`src/hdl/assert_macros.svh`:
```
// Assertion macros used by the top-level RTL file.
`ifndef ASSERT_MACROS_SVH
`define ASSERT_MACROS_SVH
`ifndef SYNTHESIS
`define FCRD_ASSERT(lbl, prop) \
  lbl: assert property (@(posedge clk_i) disable iff (!rst_ni) (prop)) \
    else $error("assertion failed");
`define FCRD_ASSERT_IMPL(lbl, ante, cons) \
  lbl: assert property (@(posedge clk_i) disable iff (!rst_ni) (ante) |-> (cons)) \
    else $error("implication failed");
`define FCRD_ASSERT_NEXT(lbl, ante, cons) \
  lbl: assert property (@(posedge clk_i) disable iff (!rst_ni) (ante) |=> (cons)) \
    else $error("next-cycle implication failed");
`else
`define FCRD_ASSERT(lbl, prop)
`define FCRD_ASSERT_IMPL(lbl, ante, cons)
`define FCRD_ASSERT_NEXT(lbl, ante, cons)
`endif
`endif

```
`src/hdl/fcrd_pkg.sv`:
```
// Types and constants of the FastCGI record session deframer.
package fcrd_pkg;

  localparam logic [7:0] TYPE_BEGIN_REQUEST = 8'd1;
  localparam logic [7:0] TYPE_PARAMS        = 8'd4;
  localparam logic [7:0] TYPE_STDIN         = 8'd5;
  localparam int unsigned FCGI_KEEP_CONN_BIT = 0;

  localparam logic [15:0] BEGIN_BODY_LEN = 16'd8;

  // configuration register indexes
  localparam logic REG_EXPECTED_VERSION = 1'b0;
  localparam logic REG_ACCEPTED_ROLE    = 1'b1;

  localparam logic [7:0] EXPECTED_VERSION_RST = 8'd1;
  localparam logic [7:0] ACCEPTED_ROLE_RST    = 8'd1;

  // byte classification codes
  localparam logic [2:0] KIND_HEADER  = 3'd0;
  localparam logic [2:0] KIND_PARAMS  = 3'd1;
  localparam logic [2:0] KIND_STDIN   = 3'd2;
  localparam logic [2:0] KIND_IGNORED = 3'd3;
  localparam logic [2:0] KIND_PADDING = 3'd4;
  localparam logic [2:0] KIND_DROPPED = 3'd5;

  localparam logic [2:0] HDR_LAST_IDX = 3'd7;

  typedef enum logic [2:0] {
    PH_HEADER  = 3'b001,
    PH_CONTENT = 3'b010,
    PH_PADDING = 3'b100
  } phase_e;

  typedef struct packed {
    logic [2:0]  byte_kind;
    logic [7:0]  data_out;
    logic [15:0] session_request_id;
    logic [7:0]  record_kind;
    logic        last_content;
    logic        session_started;
    logic        keep_connection;
    logic        request_done;
    logic        version_error;
    logic        connection_closed;
  } result_t;

endpackage

```
`src/hdl/fcrd_if.sv`:
```
// Stream interfaces for the input byte word and the result word.
interface fcrd_in_if;
  logic       valid;
  logic       ready;
  logic [7:0] data_byte;

  modport source (output valid, output data_byte, input ready);
  modport sink   (input valid, input data_byte, output ready);
endinterface

interface fcrd_out_if;
  logic        valid;
  logic        ready;
  logic [2:0]  byte_kind;
  logic [7:0]  data_out;
  logic [15:0] session_request_id;
  logic [7:0]  record_kind;
  logic        last_content;
  logic        session_started;
  logic        keep_connection;
  logic        request_done;
  logic        version_error;
  logic        connection_closed;

  modport source (
    output valid, output byte_kind, output data_out, output session_request_id,
    output record_kind, output last_content, output session_started,
    output keep_connection, output request_done, output version_error,
    output connection_closed, input ready
  );
  modport sink (
    input valid, input byte_kind, input data_out, input session_request_id,
    input record_kind, input last_content, input session_started,
    input keep_connection, input request_done, input version_error,
    input connection_closed, output ready
  );
endinterface

```
`src/hdl/fastcgi_record_session_deframer_top.sv`:
```
// FastCGI record deframer and single-request session tracker, top level.
//
// in_i carries the raw connection stream, one byte per word. out_o gives one
// result word per input word: the byte's classification, the byte itself, the
// session id and keep flag, the record type and the session/error flags.
// cfg_we_i/cfg_idx_i/cfg_data_i write expected_version (index 0) and
// accepted_role (index 1); write them only while no word is in flight.
// The result of a word accepted at a clock edge is registered and appears on
// out_o in the cycle after that edge. One word per cycle while the receiver
// takes every result word; the parser state is updated in the same cycle the
// word is accepted, so the only limit is the single output register.
// Reset clears the parser to the header phase, closes the session, clears the
// error and stop flags and loads both registers with 1.
// When the receiver stalls, the result word is held and in_i.ready drops; it
// rises again in the cycle the held word is taken.
// After a version error or a non-keep request completion the block stops:
// later bytes are still accepted and reported as dropped.
`include "assert_macros.svh"

module fastcgi_record_session_deframer_top (
  input  logic       clk_i,
  input  logic       rst_ni,
  input  logic       cfg_we_i,
  input  logic       cfg_idx_i,
  input  logic [7:0] cfg_data_i,
  fcrd_in_if.sink    in_i,
  fcrd_out_if.source out_o
);

  logic [7:0] exp_ver_q, acc_role_q;

  fcrd_pkg::phase_e phase_q, phase_d;
  logic [15:0] byte_count_q, byte_count_d;
  logic [7:0]  hdr_version_q, hdr_version_d;
  logic [7:0]  cur_type_q, cur_type_d;
  logic [15:0] cur_id_q, cur_id_d;
  logic [15:0] content_len_q, content_len_d;
  logic [7:0]  pad_len_q, pad_len_d;
  logic [7:0]  role_high_q, role_high_d;
  logic [7:0]  role_low_q, role_low_d;
  logic [7:0]  begin_flags_q, begin_flags_d;
  logic        session_open_q, session_open_d;
  logic [15:0] session_id_q, session_id_d;
  logic        session_keep_q, session_keep_d;
  logic        stopped_q, stopped_d;
  logic        version_err_q, version_err_d;

  logic        out_valid_q;
  fcrd_pkg::result_t res_q, res_d;

  logic        in_acc;
  logic [7:0]  b;
  logic [2:0]  kind;
  logic        last, started, done, rec_end, show;
  logic [15:0] cnt_inc;
  logic [2:0]  hdr_idx;

  assign in_i.ready = !out_valid_q || out_o.ready;
  assign in_acc     = in_i.valid && in_i.ready;
  assign b          = in_i.data_byte;
  assign cnt_inc    = byte_count_q + 16'd1;
  assign hdr_idx    = byte_count_q[2:0];

  always_ff @(posedge clk_i or negedge rst_ni) begin
    if (!rst_ni) begin
      exp_ver_q  <= fcrd_pkg::EXPECTED_VERSION_RST;
      acc_role_q <= fcrd_pkg::ACCEPTED_ROLE_RST;
    end else if (cfg_we_i) begin
      if (cfg_idx_i == fcrd_pkg::REG_EXPECTED_VERSION) begin
        exp_ver_q <= cfg_data_i;
      end else begin
        acc_role_q <= cfg_data_i;
      end
    end
  end

  always_comb begin
    phase_d        = phase_q;
    byte_count_d   = byte_count_q;
    hdr_version_d  = hdr_version_q;
    cur_type_d     = cur_type_q;
    cur_id_d       = cur_id_q;
    content_len_d  = content_len_q;
    pad_len_d      = pad_len_q;
    role_high_d    = role_high_q;
    role_low_d     = role_low_q;
    begin_flags_d  = begin_flags_q;
    session_open_d = session_open_q;
    session_id_d   = session_id_q;
    session_keep_d = session_keep_q;
    stopped_d      = stopped_q;
    version_err_d  = version_err_q;
    kind           = fcrd_pkg::KIND_DROPPED;
    last           = 1'b0;
    started        = 1'b0;
    done           = 1'b0;
    rec_end        = 1'b0;

    if (!stopped_q) begin
      case (phase_q)
        fcrd_pkg::PH_CONTENT: begin
          kind = fcrd_pkg::KIND_IGNORED;
          if (session_open_q && cur_id_q == session_id_q) begin
            if (cur_type_q == fcrd_pkg::TYPE_PARAMS) begin
              kind = fcrd_pkg::KIND_PARAMS;
            end else if (cur_type_q == fcrd_pkg::TYPE_STDIN) begin
              kind = fcrd_pkg::KIND_STDIN;
            end
          end
          if (byte_count_q == 16'd0) begin
            role_high_d = b;
          end else if (byte_count_q == 16'd1) begin
            role_low_d = b;
          end else if (byte_count_q == 16'd2) begin
            begin_flags_d = b;
          end
          byte_count_d = cnt_inc;
          if (cnt_inc >= content_len_q) begin
            last         = 1'b1;
            byte_count_d = 16'd0;
            if (pad_len_q != 8'd0) begin
              phase_d = fcrd_pkg::PH_PADDING;
            end else begin
              phase_d = fcrd_pkg::PH_HEADER;
              rec_end = 1'b1;
            end
          end
        end
        fcrd_pkg::PH_PADDING: begin
          kind         = fcrd_pkg::KIND_PADDING;
          byte_count_d = cnt_inc;
          if (cnt_inc >= {8'd0, pad_len_q}) begin
            byte_count_d = 16'd0;
            phase_d      = fcrd_pkg::PH_HEADER;
            rec_end      = 1'b1;
          end
        end
        default: begin
          // header phase; the unused codes land here too
          kind    = fcrd_pkg::KIND_HEADER;
          phase_d = fcrd_pkg::PH_HEADER;
          case (hdr_idx)
            3'd0: begin
              hdr_version_d = b;
              cur_type_d    = 8'd0;
            end
            3'd1:    cur_type_d = b;
            3'd2:    cur_id_d = {b, cur_id_q[7:0]};
            3'd3:    cur_id_d = {cur_id_q[15:8], b};
            3'd4:    content_len_d = {b, content_len_q[7:0]};
            3'd5:    content_len_d = {content_len_q[15:8], b};
            3'd6:    pad_len_d = b;
            default: ;
          endcase
          if (hdr_idx == fcrd_pkg::HDR_LAST_IDX) begin
            byte_count_d = 16'd0;
            if (hdr_version_d != exp_ver_q) begin
              version_err_d = 1'b1;
              stopped_d     = 1'b1;
            end else if (content_len_d != 16'd0) begin
              phase_d = fcrd_pkg::PH_CONTENT;
            end else if (pad_len_d != 8'd0) begin
              phase_d = fcrd_pkg::PH_PADDING;
            end else begin
              rec_end = 1'b1;
            end
          end else begin
            byte_count_d = {13'd0, hdr_idx + 3'd1};
          end
        end
      endcase

      if (rec_end) begin
        if (!session_open_q) begin
          if (cur_type_d == fcrd_pkg::TYPE_BEGIN_REQUEST &&
              content_len_d == fcrd_pkg::BEGIN_BODY_LEN &&
              role_high_d == 8'd0 && role_low_d == acc_role_q) begin
            session_open_d = 1'b1;
            session_id_d   = cur_id_d;
            session_keep_d = begin_flags_d[fcrd_pkg::FCGI_KEEP_CONN_BIT];
            started        = 1'b1;
          end
        end else if (cur_type_d == fcrd_pkg::TYPE_STDIN && cur_id_d == session_id_q &&
                     content_len_d == 16'd0) begin
          done           = 1'b1;
          session_open_d = 1'b0;
          if (!session_keep_q) begin
            stopped_d = 1'b1;
          end
        end
      end
    end

    show = session_open_d || done;
    res_d.byte_kind          = kind;
    res_d.data_out           = b;
    res_d.session_request_id = show ? session_id_d : 16'd0;
    res_d.record_kind        = cur_type_d;
    res_d.last_content       = last;
    res_d.session_started    = started;
    res_d.keep_connection    = show && session_keep_d;
    res_d.request_done       = done;
    res_d.version_error      = version_err_d;
    res_d.connection_closed  = stopped_d;
  end

  always_ff @(posedge clk_i or negedge rst_ni) begin
    if (!rst_ni) begin
      phase_q        <= fcrd_pkg::PH_HEADER;
      byte_count_q   <= 16'd0;
      hdr_version_q  <= 8'd0;
      cur_type_q     <= 8'd0;
      cur_id_q       <= 16'd0;
      content_len_q  <= 16'd0;
      pad_len_q      <= 8'd0;
      role_high_q    <= 8'd0;
      role_low_q     <= 8'd0;
      begin_flags_q  <= 8'd0;
      session_open_q <= 1'b0;
      session_id_q   <= 16'd0;
      session_keep_q <= 1'b0;
      stopped_q      <= 1'b0;
      version_err_q  <= 1'b0;
    end else if (in_acc) begin
      phase_q        <= phase_d;
      byte_count_q   <= byte_count_d;
      hdr_version_q  <= hdr_version_d;
      cur_type_q     <= cur_type_d;
      cur_id_q       <= cur_id_d;
      content_len_q  <= content_len_d;
      pad_len_q      <= pad_len_d;
      role_high_q    <= role_high_d;
      role_low_q     <= role_low_d;
      begin_flags_q  <= begin_flags_d;
      session_open_q <= session_open_d;
      session_id_q   <= session_id_d;
      session_keep_q <= session_keep_d;
      stopped_q      <= stopped_d;
      version_err_q  <= version_err_d;
    end
  end

  always_ff @(posedge clk_i or negedge rst_ni) begin
    if (!rst_ni) begin
      out_valid_q <= 1'b0;
    end else if (in_acc) begin
      out_valid_q <= 1'b1;
    end else if (out_o.ready) begin
      out_valid_q <= 1'b0;
    end
  end

  // payload: load on accept, hold otherwise
  always_ff @(posedge clk_i) begin
    if (in_acc) begin
      res_q <= res_d;
    end
  end

  assign out_o.valid              = out_valid_q;
  assign out_o.byte_kind          = res_q.byte_kind;
  assign out_o.data_out           = res_q.data_out;
  assign out_o.session_request_id = res_q.session_request_id;
  assign out_o.record_kind        = res_q.record_kind;
  assign out_o.last_content       = res_q.last_content;
  assign out_o.session_started    = res_q.session_started;
  assign out_o.keep_connection    = res_q.keep_connection;
  assign out_o.request_done       = res_q.request_done;
  assign out_o.version_error      = res_q.version_error;
  assign out_o.connection_closed  = res_q.connection_closed;

  `FCRD_ASSERT_NEXT(a_stop_sticky, stopped_q, stopped_q)
  `FCRD_ASSERT_IMPL(a_err_stops, version_err_q, stopped_q)
  `FCRD_ASSERT_NEXT(a_drop_when_stopped, in_acc && stopped_q,
                    out_valid_q && res_q.byte_kind == fcrd_pkg::KIND_DROPPED)
  `FCRD_ASSERT(a_start_done_excl,
               !(out_valid_q && res_q.session_started && res_q.request_done))

endmodule

```
`src/flat_wrapper.sv`:
```
// flat-port wrapper written by rule: the top's interface ports become plain ports
module fastcgi_record_session_deframer_top_flat 
  (clk_i, rst_ni, cfg_we_i, cfg_idx_i, cfg_data_i, in_i_valid, in_i_data_byte, in_i_ready, out_o_valid, out_o_byte_kind, out_o_data_out, out_o_session_request_id, out_o_record_kind, out_o_last_content, out_o_session_started, out_o_keep_connection, out_o_request_done, out_o_version_error, out_o_connection_closed, out_o_ready);
  fcrd_in_if in_i_i ();
  fcrd_out_if out_o_i ();
  input  logic clk_i;
  input  logic rst_ni;
  input  logic cfg_we_i;
  input  logic cfg_idx_i;
  input  logic [7:0] cfg_data_i;
  input wire logic [$bits(in_i_i.valid)-1:0] in_i_valid;
  input wire logic [$bits(in_i_i.data_byte)-1:0] in_i_data_byte;
  output wire logic [$bits(in_i_i.ready)-1:0] in_i_ready;
  output wire logic [$bits(out_o_i.valid)-1:0] out_o_valid;
  output wire logic [$bits(out_o_i.byte_kind)-1:0] out_o_byte_kind;
  output wire logic [$bits(out_o_i.data_out)-1:0] out_o_data_out;
  output wire logic [$bits(out_o_i.session_request_id)-1:0] out_o_session_request_id;
  output wire logic [$bits(out_o_i.record_kind)-1:0] out_o_record_kind;
  output wire logic [$bits(out_o_i.last_content)-1:0] out_o_last_content;
  output wire logic [$bits(out_o_i.session_started)-1:0] out_o_session_started;
  output wire logic [$bits(out_o_i.keep_connection)-1:0] out_o_keep_connection;
  output wire logic [$bits(out_o_i.request_done)-1:0] out_o_request_done;
  output wire logic [$bits(out_o_i.version_error)-1:0] out_o_version_error;
  output wire logic [$bits(out_o_i.connection_closed)-1:0] out_o_connection_closed;
  input wire logic [$bits(out_o_i.ready)-1:0] out_o_ready;
  assign in_i_i.valid = in_i_valid;
  assign in_i_i.data_byte = in_i_data_byte;
  assign in_i_ready = in_i_i.ready;
  assign out_o_valid = out_o_i.valid;
  assign out_o_byte_kind = out_o_i.byte_kind;
  assign out_o_data_out = out_o_i.data_out;
  assign out_o_session_request_id = out_o_i.session_request_id;
  assign out_o_record_kind = out_o_i.record_kind;
  assign out_o_last_content = out_o_i.last_content;
  assign out_o_session_started = out_o_i.session_started;
  assign out_o_keep_connection = out_o_i.keep_connection;
  assign out_o_request_done = out_o_i.request_done;
  assign out_o_version_error = out_o_i.version_error;
  assign out_o_connection_closed = out_o_i.connection_closed;
  assign out_o_i.ready = out_o_ready;
  fastcgi_record_session_deframer_top u_core (.clk_i(clk_i), .rst_ni(rst_ni), .cfg_we_i(cfg_we_i), .cfg_idx_i(cfg_idx_i), .cfg_data_i(cfg_data_i), .in_i(in_i_i), .out_o(out_o_i));
endmodule
```
`config.mk`:
```
export PLATFORM = sky130hd
export DESIGN_NAME = fastcgi_record_session_deframer_top_flat
export DESIGN_NICKNAME = d
export VERILOG_FILES = /design/src/hdl/fcrd_pkg.sv /design/src/hdl/fcrd_if.sv /design/src/hdl/fastcgi_record_session_deframer_top.sv /design/src/flat_wrapper.sv
export VERILOG_INCLUDE_DIRS = /design/src /design/src/hdl
export SDC_FILE = /design/constraint.sdc
export NUM_CORES = 1
export LEC_CHECK = 0
export ABC_AREA = 1
export BUFFER_PORTS_ARGS = -buffer_cell sky130_fd_sc_hd__buf_2
export CORE_MARGIN = 10
export CORE_UTILIZATION = 43
export CTS_CLUSTER_DIAMETER = 120
export DETAILED_ROUTE_END_ITERATION = 16
export HOLD_SLACK_MARGIN = 0.02
export SYNTH_ARGS = -nofsm -noshare
export SYNTH_HDL_FRONTEND = slang
export SYNTH_SLANG_ARGS = --single-unit
```
`constraint.sdc`:
```
create_clock -name clk_i -period 4 [get_ports clk_i]
set_input_delay 0.8 -clock clk_i [delete_from_list [all_inputs] [get_ports clk_i]]
set_output_delay 0.8 -clock clk_i [all_outputs]
set_load 0.01 [all_outputs]
```
==> results_dict.tcl, run 1 <==
set metrics [dict create \
    track_usage_pct 20.7 \
    hold_depth 2 \
    synthArstFlopShare_pct 75.9 \
    grt_pass1_wl_mm 51.2 \
    cts_max_path_buffers 2 \
    rsz0062_at_grt "no" \
    finalNonFillerCells 1891 \
    clkTransAtPathRegs_ns 0.07 \
    drtIter0Drc 871 \
    drc 0 \
    setup_tns_ns 0 \
    wl_per_cell_um 16.9 \
    p_per_area_nw_per_um2 605 \
    max_freq_ghz 0.276 \
    period_minus_slack_ns 3.63 \
    vdd_drop_max_v 0.000303 \
    cts_tree "done" \
    clockRootBuffer "clkbuf_16" \
    tightest_slew_ns 0.893 \
    startpoint_type "flop" \
    synth-main-ff-cell "dfrtp_1" \
    outcome "finished, final reports clean" \
    min-delay-path-class "flop to flop" \
    min_from "u_core.hdr_version_q[3]$_DFFE_PN0P_" \
    postSynthCellCount 1490 \
    die_area_sq_um 31200 \
    syn2layout_area_growth_pct 12.4 \
    fin_skew_ns 0.0169 \
    start_util_pct 43.5 \
    antenna_found_initial 0 \
    io-pin-count 65 \
    cts_buffers 17 \
    final_cell_mix "nand2_1 (578), inv_1 (186), o21ai_0 (143), dfrtp_1 (126), nor2_1 (94)" \
    ant_nets 0 \
    crit_path_top_delay_cell "dfrtp_1" \
    grt_max_degree 89 \
    r2r_end "u_core.out_o.session_request_id[6]$_SDFFCE_PN0P_" \
    multi_input_area_sq_um 5150 \
    drt-pass1-iter-count 5 \
    synthesis.area_sq_um 10500 \
    syn_nets 1541 \
    final_max_slew_viol_count 0 \
    num-fill-cells 2469 \
    port_buffers 64 \
    drv_cap 0 \
    rows 57 \
    clk-insertion-delay-late_ns 0.44 \
    worst-r2r-setup-slack_ns 0.37 \
    synth_warnings 0 \
    final_net_count 1605 \
    seqCellArea_sq_um 4460 \
    via_count 9948 \
    drive_above_1_share_pct 10.3 \
    criticalPathCategory "flop to flop" \
    synth_seq_area_share_pct 42.3 \
    final_common_cell "nand2_1" \
    place_ws_ns 0.142 \
    worst_slack_ns 0.374 \
    diodes 0 \
    coreArea_sq_um 24200 \
    wirelength_mm 32.0 \
    period_share_pct 90.6 \
    cp_max_fo 19 \
    grt_pass1_vias 9162 \
    die_y_um 177 \
    p_leak_nw 6.05 \
    setup_viol 0 \
    synth_edf_count 41 \
    critical_path_arrival_ns 3.82 \
    cp-end-kind "flop" \
    syn_avg_cell_area_sq_um 7.08 \
    dpl.hpwl_mm 23.0 \
    r2r_cells 15 \
    postSynthRegisterBits 170 \
    maxSlewHeadroom_pct 40.4 \
    hold_viol_final 0 \
    whs_endpoint "u_core.hdr_version_q[3]$_DFFE_PN0P_" \
    dieWidth_um 177 \
    crit_chain "nand3_1 > nor2_1 > nor2_1 > nor2_1 > ha_1 > a21oi_1 > o21ai_0 > a21oi_1 > nand4_1 > a21oi_1 > nand2_2 > nand3_4 > o21ai_0 > nand2_1 > inv_1" \
    critPathMaxStageDelay_ns 0.64 \
    clock_sinks 170 \
    synth_cell_types 44 \
    timing.rr.start "u_core.byte_count_q[2]$_DFFE_PN0P_" \
    gp_congestion 0.925 \
    required_ns 4.20 \
    grt_overflow 0 \
    drt-vias-per-instance 5.26 \
    dp_cells 1856 \
    htree_levels 4 \
]
[metrics by stage]
step / instance area, sq um / utilization, % / hold slack, ns / power (mW)
finish: 11900 / 48.9 / 0.470 / 7.17
global placement: 11200 / 46.4 / 0.452 / 5.46
detailed placement: 11200 / 46.4 / 0.459 / 5.50
floorplan: 10500 / - / 0.427 / 4.59
global route: 11900 / 48.9 / 0.489 / 7.76
CTS: 11800 / 48.7 / 0.476 / 7.16
[cells in the mapped netlist, types with 5 or more instances]
cell type,instances,share of area [%]
nand4_1,36,2.1
ha_1,29,3.4
o21ai_0,143,6.8
nand2_2,6,0.36
nor3_1,6,0.28
edfxtp_1,41,12
nor2_1,96,3.4
o22ai_1,17,1.0
nand3_1,75,3.6
buf_6,5,0.53
nand2_1,578,21
clkbuf_1,22,0.78
inv_1,188,6.7
buf_2,9,0.43
nor2_4,6,0.64
nand3b_1,6,0.43
o211ai_1,9,0.64
a21oi_1,25,1.2
xor2_1,9,0.75
nor2_2,5,0.30
nand3_2,6,0.57
dfrtp_1,126,30
[routing by layer]
layer | part of all wire [%] | wire (um) | vias up | global-route usage [%]
met5 | 0 | 0 | - | 0
met4 | 1.7 | 544 | 0 | 5.50
met3 | 7.6 | 2430 | 36 | 3.78
met2 | 44 | 14000 | 344 | 30.8
met1 | 47 | 15100 | 4665 | 30.1
li1 | - | - | 4903 | -
[power by group]
group	switching, mW	internal, mW	total (mW)
sequential	0.299	2.14	2.44
combinational	2.13	0.975	3.10
clock	0.787	0.843	1.63
[worst max-delay path, delay by kind of cell, from the launching register on]
kind,cells,cell delay [ns]
AND/OR/NAND/NOR,8,1.60
AO/OA/AOI/OAI,5,0.80
flip-flops,1,0.64
adder cells (fa/ha/maj),1,0.29
buffers and inverters,1,0.04
[worst max-delay path by stage]
stage	start	endpoint	slack [ns]	cells after the start
global placement	u_core.byte_count_q[0]$_DFFE_PN0P_	u_core.session_id_q[3]$_DFFE_PN0P_	0.24	19
CTS	u_core.byte_count_q[0]$_DFFE_PN0P_	u_core.session_id_q[1]$_DFFE_PN0P_	0.13	17
floorplan	u_core.byte_count_q[0]$_DFFE_PN0P_	u_core.out_o.session_request_id[2]$_SDFFCE_PN0P_	1.12	19
finish	u_core.byte_count_q[2]$_DFFE_PN0P_	u_core.out_o.session_request_id[6]$_SDFFCE_PN0P_	0.37	15
global route	u_core.byte_count_q[2]$_DFFE_PN0P_	u_core.out_o.session_request_id[7]$_SDFFCE_PN0P_	0.07	15
detailed placement	u_core.byte_count_q[0]$_DFFE_PN0P_	u_core.session_id_q[1]$_DFFE_PN0P_	0.14	17
[state kept, by name (all words and copies together), names as in the netlist, 8 cells and up]
name                             cells
u_core.acc_role_q                    8
u_core.byte_count_q                 16
u_core.content_len_q                16
u_core.cur_id_q                     16
u_core.cur_type_q                    8
u_core.exp_ver_q                     8
u_core.hdr_version_q                 8
u_core.out_o.data_out                8
u_core.out_o.record_kind             8
u_core.out_o.session_request_id     16
u_core.pad_len_q                     8
u_core.role_high_q                   8
u_core.role_low_q                    8
u_core.session_id_q                 16
[what timing repair did]
action                                 4_1_cts  5_1_grt
setup buffers                                0        3
setup endpoints to repair                    0       35
endpoints found under the hold margin        0        0
hold buffers                                 0        0
resized for setup                            0        1
[cells by family after synthesis]
kind of cell	Yosys count	synth area share, %
simple gates	834	33.7
buf+inv	236	8.93
compound gates	210	10.7
flops	170	42.3
fa+ha+maj	29	3.44
xor+xnor	11	0.913
[layout make-up]
class / count / share of cell area [%]
Timing Repair Buffer: 87 / 4.63
Clock buffer: 19 / 3.73
Inverter: 194 / 6.14
Clock inverter: 13 / 1.01
Sequential cell: 170 / 37.6
Multi-Input combinational cell: 1084 / 43.4
Tap cell: 324 / 3.42
Power figures use the tool's default switching activity.
==> run 2, diff against run 1 <==
CORE_ASPECT_RATIO = 1.75   (was unset)
PLACE_DENSITY = 0.63   (was unset)
==> results_dict.tcl, run 2 (same netlist as run 1, synthesis figures left out) <==
set metrics [dict create \
    htree_levels 4 \
    holdBufCountCts 0 \
    final_net_count 1606 \
    syn2layout_area_growth_pct 12.2 \
    diodes 0 \
    p_int_mw 4.07 \
    wl_per_cell_um 17.8 \
    min-delay-path-class "input port to asynchronous set/reset pin" \
    setup_viol 0 \
    cp-end-kind "flop" \
    switching_power_mw 3.16 \
    wl_met2_mm 17.7 \
    coreArea_sq_um 24100 \
    hold_viol_final 0 \
    required_ns 4.22 \
    place_area_sq_um 11200 \
    outcome "finished, final reports clean" \
    cts_tree "done" \
    seqPwrFrac_pct 34.0 \
    num-fill-cells 2380 \
    p_leak_nw 6.05 \
    met3RoutedLength_mm 1.58 \
    drive_above_1_share_pct 10.3 \
    final_cell_mix "nand2_1 (578), inv_1 (186), o21ai_0 (143), dfrtp_1 (125), nor2_1 (94)" \
    cts_max_path_buffers 2 \
    antenna_found_initial 0 \
    drv_cap 0 \
    grt_pass1_vias 9532 \
    wl_met1_mm 12.1 \
    max_freq_ghz 0.274 \
    wirelength_mm 33.4 \
    tightest_slew_ns 0.914 \
    clock_power_share_pct 23.1 \
    io-pin-count 65 \
    die_area_sq_um 31400 \
    vdd_drop_max_v 0.000357 \
    grt_max_degree 88 \
    clock_sinks 170 \
    clk-insertion-delay-late_ns 0.45 \
    final_max_slew_viol_count 0 \
    critical_path_arrival_ns 3.86 \
    gp_congestion 0.938 \
    rsz0062_at_grt "no" \
    design_area_sq_um 11800 \
    maxSlewHeadroom_pct 39.0 \
    dieWidth_um 138 \
    clkTransAtPathRegs_ns 0.07 \
    start_util_pct 43.7 \
    pwr-share-comb_pct 42.9 \
    period_share_pct 91.2 \
    die_y_um 227 \
    drc 0 \
    rows 75 \
    ant_nets 0 \
    startpoint_type "flop" \
    dpl.hpwl_mm 25.1 \
    grt_overflow 0 \
    fin_skew_ns 0.0129 \
    track_usage_pct 21.3 \
    p_per_area_nw_per_um2 611 \
    port_buffers 64 \
    drtIter0Drc 878 \
    via_count 9963 \
    final_common_cell "nand2_1" \
    swShare_pct 43.7 \
    cts_buffers 17 \
    grt_pass1_wl_mm 52.8 \
    criticalPathCategory "flop to flop" \
    top_layer "met4" \
    drt-pass1-iter-count 5 \
    cp_max_fo 19 \
    clockRootBuffer "clkbuf_16" \
    setup_tns_ns 0 \
    holdWs_ns 0.388 \
    period_minus_slack_ns 3.65 \
    drt-vias-per-instance 5.31 \
]
run 2: cell type report:
| cell class | count | area, sq um | area share (%) |
|---|---|---|---|
| clock buffer | 23 | 500 | 4.23 |
| clock inverter | 9 | 86.3 | 0.729 |
| inverter | 194 | 728 | 6.15 |
| multi-input combinational | 1084 | 5160 | 43.5 |
| sequential | 170 | 4460 | 37.7 |
| tap | 308 | 385 | 3.25 |
| timing repair buffer | 88 | 519 | 4.39 |
run 2: worst max-delay path, cell delays in order, from the launching register on:
cell     delay, ns
dfrtp_1       0.47
inv_1         0.20
ha_2          0.39
nand2_4       0.20
nand2_1       0.13
nand3_2       0.19
nand2_1       0.13
nand2_1       0.09
nor2_1        0.28
nand3_1       0.15
nor2_1        0.15
nand2_1       0.08
nor2_2        0.11
nand3_2       0.11
nor2_4        0.34
buf_4         0.22
nand2_1       0.06
nand2_1       0.06
inv_1         0.03
run 2: final timing paths:
kind | start | endpoint | slack, ns | cells after the start
max reg2reg | u_core.byte_count_q[0]$_DFFE_PN0P_ | u_core.out_o.session_request_id[13]$_SDFFCE_PN0P_ | 0.35 | 18
max in group asynchronous | rst_ni | u_core.phase_q[0]$_DFFE_PN1P_ | 2.83 | 2
max | u_core.byte_count_q[0]$_DFFE_PN0P_ | u_core.out_o.session_request_id[13]$_SDFFCE_PN0P_ | 0.35 | 18
min | rst_ni | u_core.byte_count_q[9]$_DFFE_PN0P_ | 0.39 | 1
min reg2reg | u_core.version_err_q$_DFFE_PN0P_ | u_core.version_err_q$_DFFE_PN0P_ | 0.47 | 2
min in group clk_i | u_core.version_err_q$_DFFE_PN0P_ | u_core.version_err_q$_DFFE_PN0P_ | 0.47 | 2
run 2: per-stage QoR:
step                setup slack [ns]  cells  utilization, %  total power [mW]
floorplan                       1.12   1490               -              4.59
global placement               0.171   1844            46.6              5.50
detailed placement             0.104   1844            46.6              5.55
CTS                           0.0814   1876            49.1              7.23
global route                  0.0275   1876            49.1              7.83
finish                         0.353   1876            49.1              7.23
run 2: per-layer routing:
| metal | vias up | track usage [%] |
|---|---|---|
| li1 | 4913 | - |
| met1 | 4645 | 21.9 |
| met2 | 305 | 39.2 |
| met3 | 100 | 3.82 |
| met4 | 0 | 13.5 |
| met5 | - | 0 |
run 2: power groups by stage:
stage	combinational, mW	clock, mW	sequential, mW
after global placement	3.03	0	2.46
after detailed placement	3.07	0	2.48
after global routing	3.57	1.76	2.50
after CTS	3.09	1.70	2.45
final	3.10	1.67	2.46
after floorplan	2.19	0	2.40
run 2: repair_timing:
action                                  4_1_cts  5_1_grt
buffers inserted                              0        0
resized for setup                             0        3
endpoints found under the setup margin        0       34
==> run 3, diff against run 2 <==
CELL_PAD_IN_SITES_DETAIL_PLACEMENT = 1   (was unset)
CELL_PAD_IN_SITES_GLOBAL_PLACEMENT = 1   (was unset)
PLACE_DENSITY = 0.81   (was 0.63)
==> results_dict.tcl, run 3 (same netlist as run 1, synthesis figures left out) <==
set metrics [dict create \
    r2r_cells 18 \
    setup_tns_ns 0 \
    holdWs_ns 0.327 \
    via_count 10300 \
    post_cts_buffers 0 \
    startpoint_type "flop" \
    rsz0062_at_grt "no" \
    clockRootBuffer "clkbuf_16" \
    cts_buffers 17 \
    drive_above_1_share_pct 10.5 \
    min-delay-path-class "input port to asynchronous set/reset pin" \
    antenna_found_initial 0 \
    cp-end-kind "flop" \
    clkTransAtPathRegs_ns 0.07 \
    coreArea_sq_um 24100 \
    dpl.hpwl_mm 28.6 \
    die_y_um 227 \
    grt_pass1_wl_mm 58.9 \
    dieWidth_um 138 \
    final_max_slew_viol_count 0 \
    drc 0 \
    die_area_sq_um 31400 \
    port_buffers 64 \
    num-fill-cells 3116 \
    period_share_pct 92.0 \
    grt_max_degree 75 \
    required_ns 4.22 \
    clk-insertion-delay-late_ns 0.47 \
    gp_congestion 0.913 \
    wirelength_mm 37.5 \
    cp_max_fo 19 \
    grt_overflow 0 \
    setup_viol 0 \
    p_per_area_nw_per_um2 629 \
    clock_sinks 170 \
    htree_levels 4 \
    final_common_cell "nand2_1" \
    outcome "finished, final reports clean" \
    drt-pass1-iter-count 4 \
    max_freq_ghz 0.272 \
    tightest_slew_ns 0.987 \
    criticalPathCategory "flop to flop" \
    drtIter0Drc 539 \
    grt_pass1_vias 10900 \
    r2r_end "u_core.out_o.session_request_id[13]$_SDFFCE_PN0P_" \
    syn2layout_area_growth_pct 12.6 \
    vdd_drop_max_v 0.000334 \
    final_cell_mix "nand2_1 (578), inv_1 (186), o21ai_0 (143), dfrtp_1 (126), nor2_1 (94)" \
    maxSlewHeadroom_pct 34.1 \
    critical_path_arrival_ns 3.90 \
    worst-r2r-setup-slack_ns 0.32 \
    period_minus_slack_ns 3.68 \
    timing.rr.start "u_core.byte_count_q[0]$_DFFE_PN0P_" \
    drv_cap 0 \
    diodes 0 \
    io-pin-count 65 \
    wl_per_cell_um 20.0 \
    rows 75 \
    drt-vias-per-instance 5.47 \
    cts_max_path_buffers 2 \
    final_net_count 1609 \
    start_util_pct 43.7 \
    ant_nets 0 \
    hold_viol_final 0 \
    p_leak_nw 6.07 \
    cts_tree "done" \
    track_usage_pct 23.7 \
    fin_skew_ns 0.0116 \
]
[run 3: changes by cell type in the layout (fill, tap and decap cells not counted), moves of 2 or more]
cell,before,now
buf_4,23,25
clkbuf_1,3,1
clkinv_2,3,5
clkbuf_16,19,17
bufinv_16,1,3
[run 3: metrics by stage]
stage	instances	total power, mW	cell area [sq um]	worst slack [ns]	util [%]
2_1_floorplan	1490	4.59	10500	1.12	-
3_3_place_gp	1847	5.57	11300	0.339	46.8
3_5_place_dp	1847	5.71	11300	0.236	46.8
4_1_cts	1879	7.47	11900	0.173	49.2
5_1_grt	1879	8.00	11900	0.0813	49.2
6_report	1879	7.47	11900	0.319	49.2
[run 3: worst max-delay path: stages (launching register included)]
cell and delay (ns):
dfrtp_1 0.46, inv_1 0.18, ha_2 0.35, nand2_2 0.27
nand2_1 0.22, nand3_2 0.21, nand2_1 0.16, nand2_1 0.14
nor2_1 0.20, nand3_1 0.10, nor2_1 0.17, nand2_1 0.10
nor2_2 0.09, nand3_2 0.09, nor2_4 0.33, buf_12 0.18
nand2_1 0.06, nand2_1 0.07, inv_1 0.03
[run 3: layer usage]
metal | GRT usage [%] | up-vias | wire [um]
li1 | - | 4907 | -
met5 | 0 | - | 0
met3 | 4.15 | 108 | 1120
met1 | 23.3 | 5070 | 13900
met2 | 44.6 | 197 | 20200
met4 | 15.9 | 0 | 2290
[run 3: cell type report]
class                           instances  area (sq um)  share of cell area, %
Tap cell                              308           385                   3.24
Multi-Input combinational cell       1084          5150                   43.4
Sequential cell                       170          4460                   37.6
Clock buffer                           19           443                   3.73
Clock inverter                         13           151                   1.27
Inverter                              194           728                   6.13
Timing Repair Buffer                   91           554                   4.67
[run 3: worst max path at each step]
stage | startpoint | endpoint | slack, ns | cells past startpoint
after floorplan | u_core.byte_count_q[0]$_DFFE_PN0P_ | u_core.out_o.session_request_id[2]$_SDFFCE_PN0P_ | 1.12 | 19
after global placement | u_core.byte_count_q[0]$_DFFE_PN0P_ | u_core.out_o.session_request_id[13]$_SDFFCE_PN0P_ | 0.34 | 18
after detailed placement | u_core.byte_count_q[0]$_DFFE_PN0P_ | u_core.session_id_q[3]$_DFFE_PN0P_ | 0.24 | 16
after CTS | u_core.byte_count_q[0]$_DFFE_PN0P_ | u_core.out_o.session_request_id[13]$_SDFFCE_PN0P_ | 0.17 | 18
after global routing | u_core.byte_count_q[0]$_DFFE_PN0P_ | u_core.session_id_q[13]$_DFFE_PN0P_ | 0.08 | 16
final | u_core.byte_count_q[0]$_DFFE_PN0P_ | u_core.out_o.session_request_id[13]$_SDFFCE_PN0P_ | 0.32 | 18
[run 3: repair_timing]
item                                    in CTS  in global routing
hold buffers                                 0                  0
endpoints found under the setup margin       0                 28
gates resized for setup                      0                  1
[run 3: report_power, final]
part / total (mW) / internal (mW) / switching (mW)
combinational: 3.27 / 1.00 / 2.27
sequential: 2.46 / 2.15 / 0.317
clock: 1.73 / 0.991 / 0.741
